`config.mk`:
```
export PLATFORM = sky130hd
export DESIGN_NAME = tti_queue
export DESIGN_NICKNAME = d
export VERILOG_FILES = /design/src/design/tti_queue.sv
export VERILOG_INCLUDE_DIRS = /design/src /design/src/design
export SDC_FILE = /design/constraint.sdc
export NUM_CORES = 1
export LEC_CHECK = 0
export BUFFER_PORTS_ARGS = -buffer_cell sky130_fd_sc_hd__buf_2
export CAP_MARGIN = 10
export CORE_MARGIN = 1
export CORE_UTILIZATION = 35
export DETAILED_ROUTE_END_ITERATION = 7
export MAX_ROUTING_LAYER = met4
export SLEW_MARGIN = 20
export SYNTH_ARGS = -nofsm -noshare
export SYNTH_HDL_FRONTEND = slang
export SYNTH_SLANG_ARGS = --single-unit
```
`constraint.sdc`:
```
create_clock -name clk -period 4 [get_ports clk]
set_input_delay 0.2 -clock clk [delete_from_list [all_inputs] [get_ports clk]]
set_output_delay 0.2 -clock clk [all_outputs]
set_load 0.005 [all_outputs]
```
`src/design/text_tokenizer_inverted_index_defines.svh`:
```
// Assertion macros shared by the inverted index RTL.
`ifndef TEXT_TOKENIZER_INVERTED_INDEX_DEFINES_SVH
`define TEXT_TOKENIZER_INVERTED_INDEX_DEFINES_SVH

// Same-cycle implication, clocked on clk, off while rst_n is low.
`define TTI_ASSERT_IMP(lbl, ante, cons, msg) \
  lbl: assert property (@(posedge clk) disable iff (!rst_n) (ante) |-> (cons)) \
    else $error(msg);

// Next-cycle implication, clocked on clk, off while rst_n is low.
`define TTI_ASSERT_NXT(lbl, ante, cons, msg) \
  lbl: assert property (@(posedge clk) disable iff (!rst_n) (ante) |=> (cons)) \
    else $error(msg);

`endif

```
`src/design/tti_queue.sv`:
```
// Two-entry word queue between tokenizer and index engine.
`default_nettype none
`include "text_tokenizer_inverted_index_defines.svh"
module tti_queue #(
  parameter int W = 8
) (
  input  wire logic         clk,
  input  wire logic         rst_n,
  input  wire logic         push,
  input  wire logic [W-1:0] din,
  input  wire logic         pop,
  output logic              full,
  output logic              empty,
  output logic [W-1:0]      dout
);

  logic [W-1:0] mem_r [2];
  logic         wp_r, rp_r;
  logic [1:0]   cnt_r;

  assign full  = (cnt_r == 2'd2);
  assign empty = (cnt_r == 2'd0);
  assign dout  = mem_r[rp_r];

  always_ff @(posedge clk) begin
    if (!rst_n) begin
      wp_r  <= 1'b0;
      rp_r  <= 1'b0;
      cnt_r <= 2'd0;
    end else begin
      if (push) begin
        wp_r <= !wp_r;
      end
      if (pop) begin
        rp_r <= !rp_r;
      end
      cnt_r <= cnt_r + {1'b0, push} - {1'b0, pop};
    end
  end

  always_ff @(posedge clk) begin
    if (push) begin
      mem_r[wp_r] <= din;
    end
  end

  `TTI_ASSERT_IMP(a_q_no_overflow, push, !full || pop, "queue push while full")
  `TTI_ASSERT_IMP(a_q_no_underflow, pop, !empty, "queue pop while empty")

endmodule
`default_nettype wire

```
==> metrics, run 1 <==
status=completed; yosys warns=0; Reg-to-Reg Start=cnt_r[0]$_SDFF_PN0_; RSZ-0062 raised after global routing=no; PortBufs=21; Max rail drop VDD=between 0.0002 and 0.00025 V; commonest non-fill, non-tap cell in the layout=buf_2; Clock Latency Late Sink=approximately 0.29 ns; Max stage delay on crit path=0.55 ns; DRT Pass-1 Iters=2; CTS tree=yes; Worst EP required=3.80 ns; fin crit period=~1.5 ns; ANT cells=0; number of fillers in the final layout=between 200 and 250; post_cts resized=0; WP data arrival=between 1 and 1.5 ns; clk root buf=clkbuf_4; Syn Inst Count=46; CP Class=flop to output pin; final hold violation count=0; share of cells above drive strength 1=roughly 46%; max_slew headroom=between 50% and 60%; hold buffer count at cts=0; Post-CTS Setup Inserts=0; DR iter-0 viols=4; H-tree Lvls=1; largest net degree at the start of global routing=12; first-pass GRT wire length=around 1800 um; slew at the pin with the worst max-slew slack=0.734 ns; Initial Util=between 30% and 40%; post-route clock period utilization=between 30% and 40%; mapped cell area=between 800 and 900 um2; Leak=around 0.00039 uW; layout net count=85; Worst Setup End Kind=output pin; HP Class=input pin to flop; Routed Wire Length=1140 um; Crit Path Max Fanout=8; Sinks on Clock Net=21; slowest stage cell on the critical path=dfxtp_1; Util after Layout=between 40 and 50%; CTS Buffer Depth=2; core box area=a little over 2000 um2; chip width=between 40 and 50 um; DRC Markers=0; vias in the first global route=between 400 and 500; mean area per synthesized cell=~17 um2; Final ANT Viol Nets=0; HPWL after DPL=just over 800 um; post-synthesis net count=60; Startpoint Class=flop; row cnt=16; Die Area=roughly 2500 um2; WL/cell=roughly 12 um; GRT Util Overall=10.7%; flops & latches, synth=21; clk slew on worst S/H paths=around 0.11 ns; # IOs=22; initial antenna violation count=0; max cap viols=0; # setup viols final=0; Final Max Tran Viols=0; hold_sp=din[1]; PwrDens=about 440 nW/um2; vias per cell=4.36; Syn-to-layout area delta=20.0%; setup TNS=0 ns; routability cong.=between 0.6 and 0.7; die height=roughly 50 um; Congestion Overflow GR=0; Unique masters post-synth=12; maximum clock rate=0.648 GHz; Vias=~420; sequential fraction of the synthesis area=72.5%; most frequent cells in the layout=buf_2, edfxtp_1, mux2_2; clk_skew=approximately 0.0018 ns; Bufs and invs on worst path=1; CTS Buf Count=3; CP top delay family=flip-flops; CP Cell Sequence=mux2_2 > buf_2
-- registers in the layout, summed over array words and instances, names as in the netlist, named ones only --
name   flops
wp_r       1
mem_r     16
cnt_r      2
rp_r       1
-- synth_stat cells, drive strengths merged --
cell type   n  area, um2
xnor3       1       22.5
buf         1       5.00
nor2        1       3.75
dfxtp       5        100
and2        4       25.0
o21a        1       7.51
nor2b       4       25.0
xor2        1       8.76
mux2        8       90.1
inv         2       7.51
edfxtp     16        480
ha          2       25.0
-- kinds of logic after synthesis --
| group | share of synthesized area, % |
|---|---|
| DFF | 72.5 |
| and+or+nand+nor | 6.72 |
| muxes | 11.3 |
| buffers and inverters | 1.56 |
| xor gates and xnor gates | 3.91 |
| AOI/OAI and AO/OA | 0.938 |
| adders and majority gates | 3.12 |
-- power breakdown --
| group | total (uW) | internal [uW] | switching (uW) |
|---|---|---|---|
| registers | 261 | 251 | 9.66 |
| clock network | 97.7 | 38.7 | 59.0 |
| logic | 60.3 | 37.9 | 22.5 |
| total | 419 | 328 | 91.1 |
-- layer usage --
metal	GRT usage, %	share of wire [%]	wire length, um
met5	-	0	0
met2	18.5	51	580
met1	11.2	42	480
met3	3.40	6.5	74
met4	4.29	0.79	9
-- worst paths after layout --
path                                              end  slack, ns  depth (start not counted)
worst min register to register                   flop       0.59                          2
worst max register to register    cnt_r[1]$_SDFF_PN0_       2.57                          6
worst min-delay path            mem_r[1][1]$_DFFE_PP_       0.09                          1
worst max-delay path                          dout[7]       2.46                          2
-- through the flow --
step / hold slack (ns) / area, um2 / setup WS, ns / power (uW) / instances
2_1_floorplan: 0.299 / 801 / 2.69 / 301 / 46
3_3_place_gp: 0.397 / 935 / 2.61 / 326 / 93
3_5_place_dp: 0.394 / 935 / 2.57 / 328 / 93
4_1_cts: 0.0844 / 961 / 2.43 / 423 / 97
5_1_grt: 0.0675 / 961 / 2.36 / 441 / 97
6_report: 0.0908 / 961 / 2.46 / 419 / 97
-- layout make-up --
| class | instances | area (um2) | share of cell area [%] |
|---|---|---|---|
| inverters | 2 | 7.51 | 0.781 |
| clock buffers | 4 | 26.3 | 2.73 |
| flip-flops and latches | 21 | 581 | 60.4 |
| well taps | 27 | 33.8 | 3.52 |
| repair buffers | 21 | 105 | 10.9 |
| multi-input cells | 22 | 208 | 21.6 |
No activity file was read; power rests on OpenSTA's default activity.
==> inputs of run 2 (changes only) <==
Clock period 4 ns to 1.3 ns, I/O delays scaled along.
==> run 2 against run 1 <==
Net effect:
- core utilization up 4.9 points
- setup slack worse by 2.4 ns
- sequential power grew to 3.1 times the previous value
- critical endpoint is now dout[4]
- wire length fell by 2.2%
- die area unchanged
- via count is 9.9% higher
==> metrics, run 2 (synthesis results as in run 1) <==
status=completed; Startpoint Class=flop; Final ANT Viol Nets=0; ANT cells=0; DRT Pass-1 Iters=3; Sinks on Clock Net=21; largest net degree at the start of global routing=13; maximum clock rate=between 0.7 and 0.8 GHz; Congestion Overflow GR=0; Final Instance Area=1060 um2; # setup viols final=0; WP data arrival=between 1 and 1.5 ns; Crit Path Max Fanout=8; row cnt=16; Post-CTS Setup Inserts=0; Crit Reg-Reg Endpoint=cnt_r[1]$_SDFF_PN0_; Post-Place Cell Area=around 950 um2; Vias=465; slew at the pin with the worst max-slew slack=roughly 0.38 ns; CP Cell Sequence=mux2_2 > buf_2; vias in the first global route=between 400 and 500; commonest non-fill, non-tap cell in the layout=buf_2; Final Max Tran Viols=0; CTS tree=yes; clk root buf=clkbuf_4; Routed Wire Length=between 1000 and 1500 um; Biggest register=mem_r; Syn-to-layout area delta=32.7%; DRC Markers=0; Util after Layout=51.5%; clk slew on worst S/H paths=approximately 0.1 ns; Worst Setup End Kind=output pin; GRT Util Overall=a little under an eighth; chip width=roughly 50 um; fin crit period=roughly 1.3 ns; # IOs=22; routability cong.=between 0.5 and 0.6; HPWL after DPL=approximately 770 um; final hold violation count=0; H-tree Lvls=1; Setup crit end=dout[4]; CP Class=flop to output pin; Clock Latency Late Sink=~0.29 ns; most frequent cells in the layout=buf_2, edfxtp_1, mux2_2, dlygate4sd3_1; Max stage delay on crit path=around 0.42 ns; WL/cell=roughly 10 um; post-route clock period utilization=96.2%; Max rail drop VDD=approximately 0.001 V; slowest stage cell on the critical path=dfxtp_4; RSZ-0062 raised after global routing=yes; max reg flops=16; final hold slack=about 0.016 ns; Reg2Reg Depth=6; final setup margin=0.0488 ns; Leak=0.000433 uW; vias per cell=between 4 and 5; DR iter-0 viols=1; max_slew headroom=roughly three quarters; pre-CTS WS=-0.0540 ns; PortBufs=21; initial antenna violation count=0; Reg2Reg Setup Slack=approximately 0.090 ns; Worst EP required=around 1.2 ns; share of cells above drive strength 1=a little under half; PwrDens=about 1200 nW/um2; die height=roughly 50 um; HP Class=input pin to flop; Reg-to-Reg Start=cnt_r[0]$_SDFF_PN0_; max cap viols=0; first-pass GRT wire length=roughly 1900 um; layout net count=95; CTS Buffer Depth=2; core box area=between 2000 and 2500 um2; Die Area=between 2000 and 2500 um2; CTS Buf Count=3; Top Registers=mem_r: 16 flops, cnt_r: 2 flops; Initial Util=about two fifths; clk_skew=0.00233 ns
-- run 2: critical path: cells and delay by family (launching register included) --
family / cells / cell delay [ns]
buffers and inverters: 1 / 0.13
muxes: 1 / 0.35
DFF: 1 / 0.42
-- run 2: cell type report --
type / count / area, um2
clock buffer: 3 / 22.5
clock inverter: 1 / 5.00
fill: 194 / 1000
inverter: 2 / 7.51
multi-input combinational: 22 / 208
sequential: 21 / 586
tap: 27 / 33.8
timing repair buffer: 31 / 200
-- run 2: metrics by stage --
stage | power [uW] | setup TNS [ns] | instances
after floorplan | 928 | 0 | 46
after global placement | 1010 | 0 | 95
after detailed placement | 1020 | -0.0540 | 95
after CTS | 1330 | 0 | 107
after global routing | 1390 | -0.0419 | 107
final | 1310 | 0 | 107
-- run 2: routing by layer --
| layer | part of all wire [%] | up-vias | GRT usage [%] |
|---|---|---|---|
| li1 | - | 233 | - |
| met1 | 44 | 213 | 12.1 |
| met2 | 49 | 17 | 18.0 |
| met3 | 6.0 | 2 | 4.63 |
| met4 | 0.81 | 0 | 5.71 |
| met5 | 0 | - | - |
-- run 2: power breakdown --
part           internal [uW]  switching (uW)
Combinational            140            75.4
Clock                    114             174
Sequential               774            27.9
-- run 2: worst min path at each step --
stage,start,end,slack [ns],depth (start not counted)
finish,rst_n,wp_r$_SDFFE_PN0P_,0.02,2
global route,rst_n,wp_r$_SDFFE_PN0P_,0.004,2
CTS,rst_n,wp_r$_SDFFE_PN0P_,0.01,2
detailed placement,din[0],mem_r[0][0]$_DFFE_PP_,0.26,1
global placement,din[7],mem_r[0][7]$_DFFE_PP_,0.25,1
floorplan,din[0],mem_r[0][0]$_DFFE_PP_,0.16,0
-- run 2: timing repair --
item,4_1_cts,5_1_grt
gates cloned,0,0
hold buffers,8,0
resized for setup,2,0
hold endpoints to repair,16,0
pin swaps,1,0
setup endpoints to repair,9,5
