$ cat src/design/text_tokenizer_inverted_index_defines.svh
// Assertion macros shared by the inverted index RTL.
`ifndef TEXT_TOKENIZER_INVERTED_INDEX_DEFINES_SVH
`define TEXT_TOKENIZER_INVERTED_INDEX_DEFINES_SVH

// Same-cycle implication, clocked on clk, off while rst_n is low.
`define TTI_ASSERT_IMP(lbl, ante, cons, msg) \
  lbl: assert property (@(posedge clk) disable iff (!rst_n) (ante) |-> (cons)) \
    else $error(msg);

// Next-cycle implication, clocked on clk, off while rst_n is low.
`define TTI_ASSERT_NXT(lbl, ante, cons, msg) \
  lbl: assert property (@(posedge clk) disable iff (!rst_n) (ante) |=> (cons)) \
    else $error(msg);

`endif

$ cat src/design/tti_pkg.sv
// Package: shared types and defaults of the inverted index builder.
`default_nettype none
package tti_pkg;

  localparam int TERM_SLOTS_DEF        = 1024;
  localparam int WORD_LEN_DEF          = 32;
  localparam int POSTINGS_PER_TERM_DEF = 16;

  typedef enum logic [1:0] {
    ST_ADDED      = 2'd0,
    ST_DUP        = 2'd1,
    ST_TABLE_FULL = 2'd2,
    ST_POST_FULL  = 2'd3
  } status_t;

  typedef struct packed {
    logic [7:0]  text_byte;
    logic [15:0] doc_id;
    logic        end_of_text;
  } in_item_t;

  typedef struct packed {
    logic [9:0]  term_id;
    status_t     status;
    logic [4:0]  doc_freq;
    logic [10:0] unique_terms;
  } out_item_t;

  typedef enum logic [2:0] {
    S_IDLE,
    S_SCAN,
    S_CNT,
    S_DUP,
    S_APPEND
  } bk_state_t;

endpackage
`default_nettype wire

$ cat src/design/tti_front.sv
// Tokenizer front: lowercases bytes into the word buffer and emits completed words.
`default_nettype none
module tti_front #(
  parameter int WORD_LEN = tti_pkg::WORD_LEN_DEF
) (
  input  wire logic                         clk,
  input  wire logic                         rst_n,
  input  wire logic                         in_take,
  input  wire tti_pkg::in_item_t            in_item,
  output logic                              push,
  output logic [16+WORD_LEN*8-1:0]          push_data
);

  localparam int LW = $clog2(WORD_LEN);
  localparam logic [LW-1:0] LEN_MAX = LW'(WORD_LEN - 1);

  logic [7:0]    buf_r   [WORD_LEN];
  logic [7:0]    buf_nxt [WORD_LEN];
  logic [LW-1:0] len_r, len_nxt, len_add, len_eff;
  logic [7:0]    b, low_b;
  logic          is_low, is_up, is_dig, alnum, wr;
  logic [WORD_LEN*8-1:0] text;

  assign b      = in_item.text_byte;
  assign is_low = (b >= 8'h61) && (b <= 8'h7a);
  assign is_up  = (b >= 8'h41) && (b <= 8'h5a);
  assign is_dig = (b >= 8'h30) && (b <= 8'h39);
  assign alnum  = is_low || is_up || is_dig;
  assign low_b  = is_up ? (b + 8'd32) : b;
  assign wr     = alnum && (len_r != LEN_MAX);
  assign len_add = wr ? (len_r + LW'(1)) : len_r;
  assign len_eff = alnum ? len_add : len_r;

  always_comb begin
    buf_nxt = buf_r;
    if (in_take && wr) begin
      buf_nxt[len_r] = low_b;
    end
  end

  always_comb begin
    len_nxt = len_r;
    if (in_take) begin
      len_nxt = (alnum && !in_item.end_of_text) ? len_add : '0;
    end
  end

  // bytes past the word end are zeroed so stored rows compare whole
  always_comb begin
    for (int k = 0; k < WORD_LEN; k++) begin
      text[k*8 +: 8] = ((LW+1)'(k) < {1'b0, len_eff}) ? buf_nxt[k] : 8'h00;
    end
  end

  assign push = in_take && ((alnum && in_item.end_of_text) || (!alnum && (len_r != '0)));
  assign push_data = {in_item.doc_id, text};

  always_ff @(posedge clk) begin
    if (!rst_n) begin
      len_r <= '0;
    end else begin
      len_r <= len_nxt;
    end
  end

  always_ff @(posedge clk) begin
    buf_r <= buf_nxt;
  end

endmodule
`default_nettype wire

$ cat config.mk
export PLATFORM = sky130hd
export DESIGN_NAME = tti_front
export DESIGN_NICKNAME = d
export VERILOG_FILES = /design/src/design/text_tokenizer_inverted_index_defines.svh /design/src/design/tti_pkg.sv /design/src/design/tti_front.sv
export SDC_FILE = /design/constraint.sdc
export NUM_CORES = 1
export LEC_CHECK = 0
export ABC_AREA = 1
export BUFFER_PORTS_ARGS = -buffer_cell sky130_fd_sc_hd__clkbuf_2
export CORE_ASPECT_RATIO = 1.2
export CORE_MARGIN = 1
export CORE_UTILIZATION = 40
export CTS_CLUSTER_SIZE = 14
export DETAILED_ROUTE_END_ITERATION = 8
export GPL_ROUTABILITY_DRIVEN = 1
export PLACE_DENSITY = 0.65
export REMOVE_ABC_BUFFERS = 1
export SLEW_MARGIN = 25
export SYNTH_ARGS = -nofsm -noshare
export SYNTH_HDL_FRONTEND = slang
export SYNTH_SLANG_ARGS = --single-unit
export TNS_END_PERCENT = 5
$ cat constraint.sdc
create_clock -name clk -period 3.3 [get_ports clk]
set_clock_uncertainty 0.2 [all_clocks]
set_input_delay 0.825 -clock clk [delete_from_list [all_inputs] [get_ports clk]]
set_output_delay 0.825 -clock clk [all_outputs]
set_load 0.02 [all_outputs]
==> flow_summary.toml, run 1 <==
[pwr]
power.density_mw_per_mm2 = 417
vdd_ir_drop_max_v = 0.000373
p_total_mw = 8.10
p_leak_nw = 9.83

[die]
num_io_pins = 301
core_region_area_mm2 = 0.0298
num_rows = 69
fp.dieH_um = 193
initial_core_util_pct = 40.9
design.die.area_mm2 = 0.0312
fp.dieW_um = 161

[timing]
fmax_mhz = 257
hold_viol_final = 0
rsz0062_at_grt = "true"
setup_tns_ns = -115.08
setup_viol = 249
slew_viol_final = 0
worst_slack_ns = -0.597
period_share_pct = 118
finalCriticalPeriod_ns = 3.90

[global_route]
overflow = 0
grt_pass1_vias = 12700
grt_antenna_before_repair = 0
grt_usage_pct = 26.9
grt_pass1_wl_um = 66000
grt_max_degree = 40

[cts]
cts_made_buffers = 28
postCtsHoldBufs = 0
max-clock-path-buffers = 3
cts_sinks = 253
cts_max_level = 1
clkLatencyLatePin_ns = 0.55
cts.reportedPaths.clkPinSlew_ns = 0.06
cts_root_buf = "clkbuf_16"
cts_tree = "yes"

[critical_path]
timing.rr.start = "len_r[0]$_SDFFE_PN0P_"
worst_ep_arrival_time_ns = 2.87
startpoint = "in_item[22]"
crit_type = "in2out"
required_ns = 2.27
worstRegToRegCells = 14
crit_path_start_kind = "input port"
worstSetupEndpointType = "primary output"
path_max_fanout = 8

[logic_synthesis]
ys_types = 32
syn_area_per_cell_um2 = 6.43
yosysWarnings = 0
synth.area.top_cells = "dfxtp_1 (42%), nand2_1 (19%), o21ai_0 (10%), inv_1 (8.8%), nor2_1 (5.1%)"
ys_seq_area_share_pct = 41.6
synth.largest_area_cell = "dfxtp_1"
netlist_instances = 1895
yosys.area.top_type_share_pct = 41.6
synthesis.area_mm2 = 0.0122
ys_ff_latch = 253

[cells_and_area]
layout_commonest_cell = "nand2_1"
mostFrequentLayoutCells = "nand2_1 (565), inv_1 (272), buf_4 (261)"
num_antenna_cells = 0
drive_above_1_share_pct = 38.2
fill_cells = 2394
syn2layout_area_growth_pct = 59.4
final_area_mm2 = 0.0194
final_nets = 2361

[status]
violations = "negative setup slack"
status = "complete, but fails checks"

[hold_path]
holdPathStages = 2
min_from = "buf_r[85]$_DFF_P_"
hold_class = "reg2reg"

[placed_design]
routabilityCongestion = 0.901
dpl.hpwl_um = 29500
port_buffers = 260
place_area_mm2 = 0.0153

[run]
max_cap_viol_count = 0

[routing]
wirelength_um = 44900
drcViolationCount = 0
drtIter0Drc = 794
wire_per_inst_um = 16.4
vias = 13600
ant_nets = 0
dr.pass1.iters = 5
viasPerCell = 4.97
logic make-up (layout without fill, tap and decap cells):
logic type               after synthesis  after routing  share of synthesized area (%)
AO/OA/AOI/OAI                        383            383                           16.5
adder cells (fa/ha/maj)                8              8                          0.821
buffers and inverters                402            844                           13.5
flip-flops                           253            253                           41.6
other                                  1              8                         0.0308
AND/OR/NAND/NOR                      848            848                           27.6
worst max-delay path: stages:
cell	delay [ns]
clkbuf_8	0.13
inv_4	0.06
ha_4	0.12
nand3_2	0.08
nand3_2	0.11
nand3_2	0.12
nand3_4	0.15
nand2_1	0.10
nand2_2	0.09
nand2_4	0.12
nor2_4	0.24
buf_8	0.19
buf_6	0.12
inv_2	0.07
a21oi_1	0.16
buf_4	0.18
stage by stage:
step                      hold WS (ns)  util, %  worst slack (ns)  cells
after floorplan                  0.215        -             -2.98   1798
after CTS                        0.246     61.8            -0.515   2724
after global routing             0.265     65.2            -0.661   2734
after detailed placement         0.231     51.5            -0.831   2658
after global placement           0.224     51.5            -0.781   2658
final                            0.247     65.2            -0.597   2734
per-layer routing:
layer / vias up / track usage [%] / part of all wire [%]
met5: - / 0 / 0
met3: 152 / 4.83 / 5.8
li1: 6650 / - / -
met1: 6257 / 31.8 / 40
met2: 520 / 46.0 / 49
met4: 0 / 15.1 / 5.3
sequential cells by signal, indices dropped and copies added (netlist names):
register and cells:
buf_r 248, len_r 5
final timing paths:
path         slack (ns)                end
max               -0.60     push_data[188]
min                0.25  buf_r[85]$_DFF_P_
max reg2reg        0.96  buf_r[99]$_DFF_P_
min reg2reg        0.25  buf_r[85]$_DFF_P_
Yosys cell counts:
cell,number
nor2_2,8
nor3_1,2
nor3_2,1
buf_1,3
nand3_1,16
nor2_4,4
o21ai_0,245
nand3_2,5
o211a_1,1
nand3b_1,1
buf_2,28
dfxtp_1,253
a21boi_1,1
buf_4,27
nand4_1,2
nor4_1,1
nand2_2,12
nor2_8,1
inv_2,12
clkbuf_1,46
clkinv_1,1
ha_1,8
conb_1,1
a21boi_0,31
inv_1,285
o21ai_2,2
nor2_1,165
o21ai_1,27
nand2_4,1
nand2_1,629
a21oi_2,1
a21oi_1,75
final cells by class:
class / instances / area (um2) / share of cell area (%)
multi-input cells: 1247 / 6950 / 35.8
flip-flops and latches: 253 / 5060 / 26.1
repair buffers: 496 / 4740 / 24.4
inverters: 298 / 1170 / 6.02
clock buffers: 41 / 871 / 4.48
well taps: 390 / 488 / 2.51
clock inverters: 8 / 128 / 0.657
repair inverters: 1 / 7.51 / 0.0387
power breakdown:
| part | internal (mW) | switching, mW | total, mW |
|---|---|---|---|
| Combinational | 0.481 | 0.756 | 1.24 |
| Sequential | 3.36 | 0.140 | 3.50 |
| Clock | 2.05 | 1.31 | 3.36 |
what timing repair did:
| action | CTS | global route |
|---|---|---|
| buffers inserted | 16 | 7 |
| endpoints found under the setup margin | 249 | 249 |
| pin swaps | 42 | 50 |
| gates resized for setup | 584 | 446 |
| gates cloned | 2 | 5 |
(Power assumes the default switching activity.)
==> run 2, diff against run 1 <==
Settings changed: SETUP_SLACK_MARGIN set to 0.1.
==> run 2 against run 1 <==
- the flow still finishes with violations (negative setup slack)
- routed wire length up 1.0%
- sequential power about the same
- clock power about the same
- final area up 1.1%
- combinational power about the same
- utilization up 0.70 points
- via count up 0.68%
- largest power group unchanged
- register-to-register slack worse by 0.04 ns
- non-clock buffer count up 15
- die area unchanged
- first-iteration DRC count up 5.3%
==> flow_summary.toml, run 2 (synthesis results as in run 1) <==
[timing]
fmax_mhz = 254
setup_tns_ns = -125.61
period_share_pct = 119
slew_viol_final = 0
hold_viol_final = 0
finalCriticalPeriod_ns = 3.94
rsz0062_at_grt = "true"
worst_slack_ns = -0.639
setup_viol = 248

[cells_and_area]
largest_register_ffs = 248
drive_above_1_share_pct = 38.9
syn2layout_area_growth_pct = 61.1
reg_top3 = "buf_r x248, len_r x5"
final_nets = 2376
largest-register = "buf_r"
layout_commonest_cell = "nand2_1"
final_area_mm2 = 0.0196
fill_cells = 2396
mostFrequentLayoutCells = "nand2_1 (560), buf_4 (266), inv_1 (265)"

[routing]
ant_nets = 0
viasPerCell = 4.97
drtIter0Drc = 836
wirelength_um = 45400
dr.pass1.iters = 5
wire_per_inst_um = 16.5
drcViolationCount = 0
vias = 13700

[cts]
postCtsHoldBufs = 0
cts_made_buffers = 28
cts_max_level = 1
cts_sinks = 253
cts_root_buf = "clkbuf_16"
cts.reportedPaths.clkPinSlew_ns = 0.06
clkLatencyLatePin_ns = 0.55
max-clock-path-buffers = 3
cts_tree = "yes"

[global_route]
grt_max_degree = 40
grt_usage_pct = 26.7
overflow = 0
grt_pass1_vias = 12700
grt_pass1_wl_um = 65800
grt_antenna_before_repair = 1

[status]
status = "complete, but fails checks"
violations = "negative setup slack"

[die]
num_io_pins = 301
fp.dieW_um = 161
fp.dieH_um = 193
core_region_area_mm2 = 0.0298
num_rows = 69
design.die.area_mm2 = 0.0312
initial_core_util_pct = 40.9

[pwr]
vdd_ir_drop_max_v = 0.000331
p_sw_share_pct = 27.2
p_int_mw = 5.90
p_leak_nw = 9.93
combPwrFrac_pct = 15.4
p_sw_mw = 2.21
power.density_mw_per_mm2 = 413
power_frac_seq_pct = 43.2
clkPwrFrac_pct = 41.5

[critical_path]
worstRegToRegCells = 14
cp_num_buf_inv = 7
crit_type = "in2out"
crit_path_start_kind = "input port"
required_ns = 2.27
path_max_fanout = 8
cp_top_family = "simple AND/OR/NAND/NOR gates"
worst_ep_arrival_time_ns = 2.91
cp_cell_sequence = "buf_8, nor2_4, nand3_2, nand2_2, inv_2, nand3_2, nand3_4, nand2_2, nand2_1, nand2_4, inv_4, nor2_4, buf_8, buf_6, inv_2, a21oi_1, clkbuf_4"
worstSetupEndpointType = "primary output"
crit_cells = 17
worst_path_max_delay_cell = "clkbuf_4"
cpPeakStageDelay_ns = 0.21

[hold_path]
holdPathStages = 2
hold_class = "reg2reg"

[run]
max_cap_viol_count = 0

[placed_design]
place_area_mm2 = 0.0153
pre_cts_ws_ns = -0.831
port_buffers = 260
dpl.hpwl_um = 29500
routabilityCongestion = 0.901
==> run 2: cell types whose count changed in the layout (fill, tap and decap cells not counted), moves of 5 or more <==
| cell | before | now |
|---|---|---|
| clkbuf_8 | 70 | 64 |
| buf_2 | 6 | 14 |
| buf_6 | 59 | 65 |
| nand2_1 | 565 | 560 |
| buf_4 | 261 | 266 |
| inv_1 | 272 | 265 |
| clkbuf_4 | 49 | 43 |
| a21boi_1 | 16 | 10 |
==> run 2: cell type report <==
type | count | area, um2 | share of cell area (%)
Sequential cell | 253 | 5070 | 25.8
Timing Repair Buffer | 511 | 4890 | 24.9
Antenna cell | 1 | 2.50 | 0.0127
Multi-Input combinational cell | 1247 | 6990 | 35.6
Clock inverter | 8 | 128 | 0.650
Tap cell | 390 | 488 | 2.49
Clock buffer | 41 | 871 | 4.44
Inverter | 298 | 1190 | 6.08
Timing Repair inverter | 1 | 7.51 | 0.0382
==> run 2: power by group through the flow <==
stage	logic, mW	registers (mW)	clock network [mW]
global route	1.39	3.53	3.53
detailed placement	0.972	3.56	0
finish	1.25	3.50	3.36
global placement	0.940	3.54	0
floorplan	0.661	3.53	0
CTS	1.08	3.50	3.41
==> run 2: timing repair <==
item / 4_1_cts / 5_1_grt
setup buffers: 16 / 17
gates cloned: 2 / 8
pin swaps: 41 / 56
resized for setup: 542 / 501
endpoints found under the setup margin: 249 / 249
==> run 2: path summary, 6_finish.rpt <==
check | start | endpoint | slack, ns
hold reg to reg | buf_r[215]$_DFF_P_ | buf_r[215]$_DFF_P_ | 0.25
hold / removal | buf_r[215]$_DFF_P_ | buf_r[215]$_DFF_P_ | 0.25
setup / recovery | in_item[18] | push_data[188] | -0.64
setup reg to reg | len_r[0]$_SDFFE_PN0P_ | buf_r[99]$_DFF_P_ | 0.92
==> run 2: per-stage QoR <==
| step | hold WS (ns) | power [mW] | cells | util [%] |
|---|---|---|---|---|
| after floorplan | 0.215 | 4.19 | 1798 | - |
| after global placement | 0.224 | 4.48 | 2658 | 51.5 |
| after detailed placement | 0.231 | 4.53 | 2658 | 51.5 |
| after CTS | 0.246 | 7.98 | 2724 | 61.2 |
| after global routing | 0.265 | 8.45 | 2750 | 65.9 |
| final | 0.246 | 8.11 | 2750 | 65.9 |
==> run 2: worst reg2reg max path, cell delays in order (launching register included) <==
cell and delay, ns:
dfxtp_2 0.32, ha_1 0.19, inv_1 0.08, nor2_1 0.05
ha_2 0.20, inv_2 0.11, nand3_4 0.15, buf_6 0.18
nor2_8 0.08, buf_12 0.18, nand2_4 0.12, buf_6 0.16
nand2_1 0.10, buf_4 0.12, nand2_1 0.04
==> run 2: per-layer routing <==
metal	routed length (um)	track usage (%)	up-vias	part of all wire, %
met1	17900	31.8	6317	39
met4	2420	14.8	0	5.3
met3	2840	4.53	145	6.3
li1	-	-	6678	-
met2	22200	45.9	531	49
met5	0	0	-	0
==> run 3, diff against run 2 <==
Settings changed: REMOVE_ABC_BUFFERS 1 to unset, SKIP_CTS_REPAIR_TIMING set to 1.
==> run 3 against run 2 <==
- the flow still finishes with violations (negative setup slack)
- fmax increased by 0.63%
- final area decreased by 9.7%
- die area unchanged
- critical endpoint unchanged
- largest cell class unchanged
- highest routed layer is now met5
==> flow_summary.toml, run 3 (synthesis results as in run 1) <==
[global_route]
grt_antenna_before_repair = 1
overflow = 0
grt_pass1_wl_um = 62100
grt_pass1_vias = 11900
grt_max_degree = 43
grt_usage_pct = 25.2

[cts]
clkLatencyLatePin_ns = 0.55
cts_sinks = 253
cts_max_level = 1
max-clock-path-buffers = 3
cts_tree = "yes"
cts_made_buffers = 27
cts_root_buf = "clkbuf_16"
cts.reportedPaths.clkPinSlew_ns = 0.06

[critical_path]
path_max_fanout = 6
crit_type = "reg2out"
worstSetupEndpointType = "primary output"
crit_path_start_kind = "register"
worst_ep_arrival_time_ns = 2.89
required_ns = 2.27

[routing]
wl_met2_um = 20400
wirelength_um = 41300
vias = 13000
wire_per_inst_um = 15.2
drt-met1-wl_um = 17200
drcViolationCount = 0
drtIter0Drc = 911
ant_nets = 0
met3_length_um = 2550
highest_layer = "met5"
dr.pass1.iters = 5
viasPerCell = 4.79

[die]
design.die.area_mm2 = 0.0312
num_rows = 69
num_io_pins = 301
initial_core_util_pct = 40.9
fp.dieW_um = 161
core_region_area_mm2 = 0.0298
fp.dieH_um = 193

[cells_and_area]
num_antenna_cells = 0
layout_commonest_cell = "nand2_1"
layout.core_utilization_pct = 59.5
largest_register_ffs = 248
drive_above_1_share_pct = 32.5
reg_top3 = "buf_r x248, len_r x5"
instances_no_fill = 2725
largest-register = "buf_r"
mostFrequentLayoutCells = "nand2_1 (592), inv_1 (273), buf_4 (259)"
syn2layout_area_growth_pct = 45.4
final_nets = 2352

[run]
max_cap_viol_count = 0

[placed_design]
port_buffers = 260
dpl.hpwl_um = 29800
routabilityCongestion = 0.900
post-place-cells = 2668

[timing]
period_share_pct = 119
hold_viol_final = 0
rsz0062_at_grt = "true"
worst_slack_ns = -0.614
setup_viol = 248
slew_viol_final = 0
fmax_mhz = 255
finalCriticalPeriod_ns = 3.91

[pwr]
p_leak_nw = 9.43
vdd_ir_drop_max_v = 0.000352
power.density_mw_per_mm2 = 431

[status]
status = "complete, but fails checks"
violations = "negative setup slack"

[hold_path]
hold_class = "reg2reg"
==> run 3: cell count changes in the layout (fill, tap and decap cells not counted), moves of 26 or more <==
cell      previous run  this run
buf_2               14        60
clkbuf_2            24        91
clkbuf_4            43         3
clkbuf_8            64         5
nand2_1            560       592
nor2_1              91       134
nor2_4              42        16
o21ai_0            150       178
o21ai_2             70        20
==> run 3: power breakdown <==
group          total (mW)  internal [mW]  switching (mW)
registers            3.50           3.36           0.137
logic                1.06          0.410           0.653
clock network        3.08           1.78            1.30
==> run 3: area by class of cell <==
| type | count | area [um2] |
|---|---|---|
| clock buffers | 35 | 756 |
| clock inverters | 13 | 145 |
| fillers | 2714 | 12100 |
| inverters | 298 | 1160 |
| multi-input cells | 1247 | 6330 |
| flip-flops and latches | 253 | 5070 |
| well taps | 390 | 488 |
| repair buffers | 488 | 3770 |
| repair inverters | 1 | 7.51 |
==> run 3: metal layers <==
layer | global-route usage, % | vias up
met3 | 4.09 | 83
met2 | 44.5 | 385
met5 | 0 | -
met1 | 31.2 | 5952
li1 | - | 6621
met4 | 8.31 | 2
==> run 3: worst paths after layout <==
path | slack [ns] | start | endpoint | cells after the start
min | 0.24 | buf_r[210]$_DFF_P_ | buf_r[210]$_DFF_P_ | 2
max | -0.61 | len_r[0]$_SDFFE_PN0P_ | push_data[188] | 16
max reg2reg | 0.86 | len_r[0]$_SDFFE_PN0P_ | buf_r[150]$_DFF_P_ | 13
min reg2reg | 0.24 | buf_r[210]$_DFF_P_ | buf_r[210]$_DFF_P_ | 2
==> run 3: critical path, cell delays in order, from the launching register on <==
cell and delay, ns:
dfxtp_2 0.36, ha_4 0.13, inv_2 0.03, nor2_2 0.09, ha_2 0.20, buf_6 0.11
clkinvlp_4 0.14, nand2_4 0.11, nand2_2 0.07, nand2_4 0.10, inv_4 0.06, nor2_4 0.16
buf_6 0.14, buf_6 0.10, clkinvlp_4 0.17, a21oi_2 0.22, buf_6 0.15
==> run 3: stage by stage <==
stage               setup TNS [ns]  area, um2  worst slack [ns]  hold WS [ns]  power, mW
floorplan                   -32.60      12600            -0.239         0.215       4.27
global placement           -133.72      15800            -0.728         0.226       4.51
detailed placement         -151.47      15800            -0.791         0.232       4.56
CTS                        -163.30      16700            -0.889         0.247       7.64
global route               -149.04      17700            -0.710         0.253       8.02
finish                     -118.95      17700            -0.614         0.243       7.64
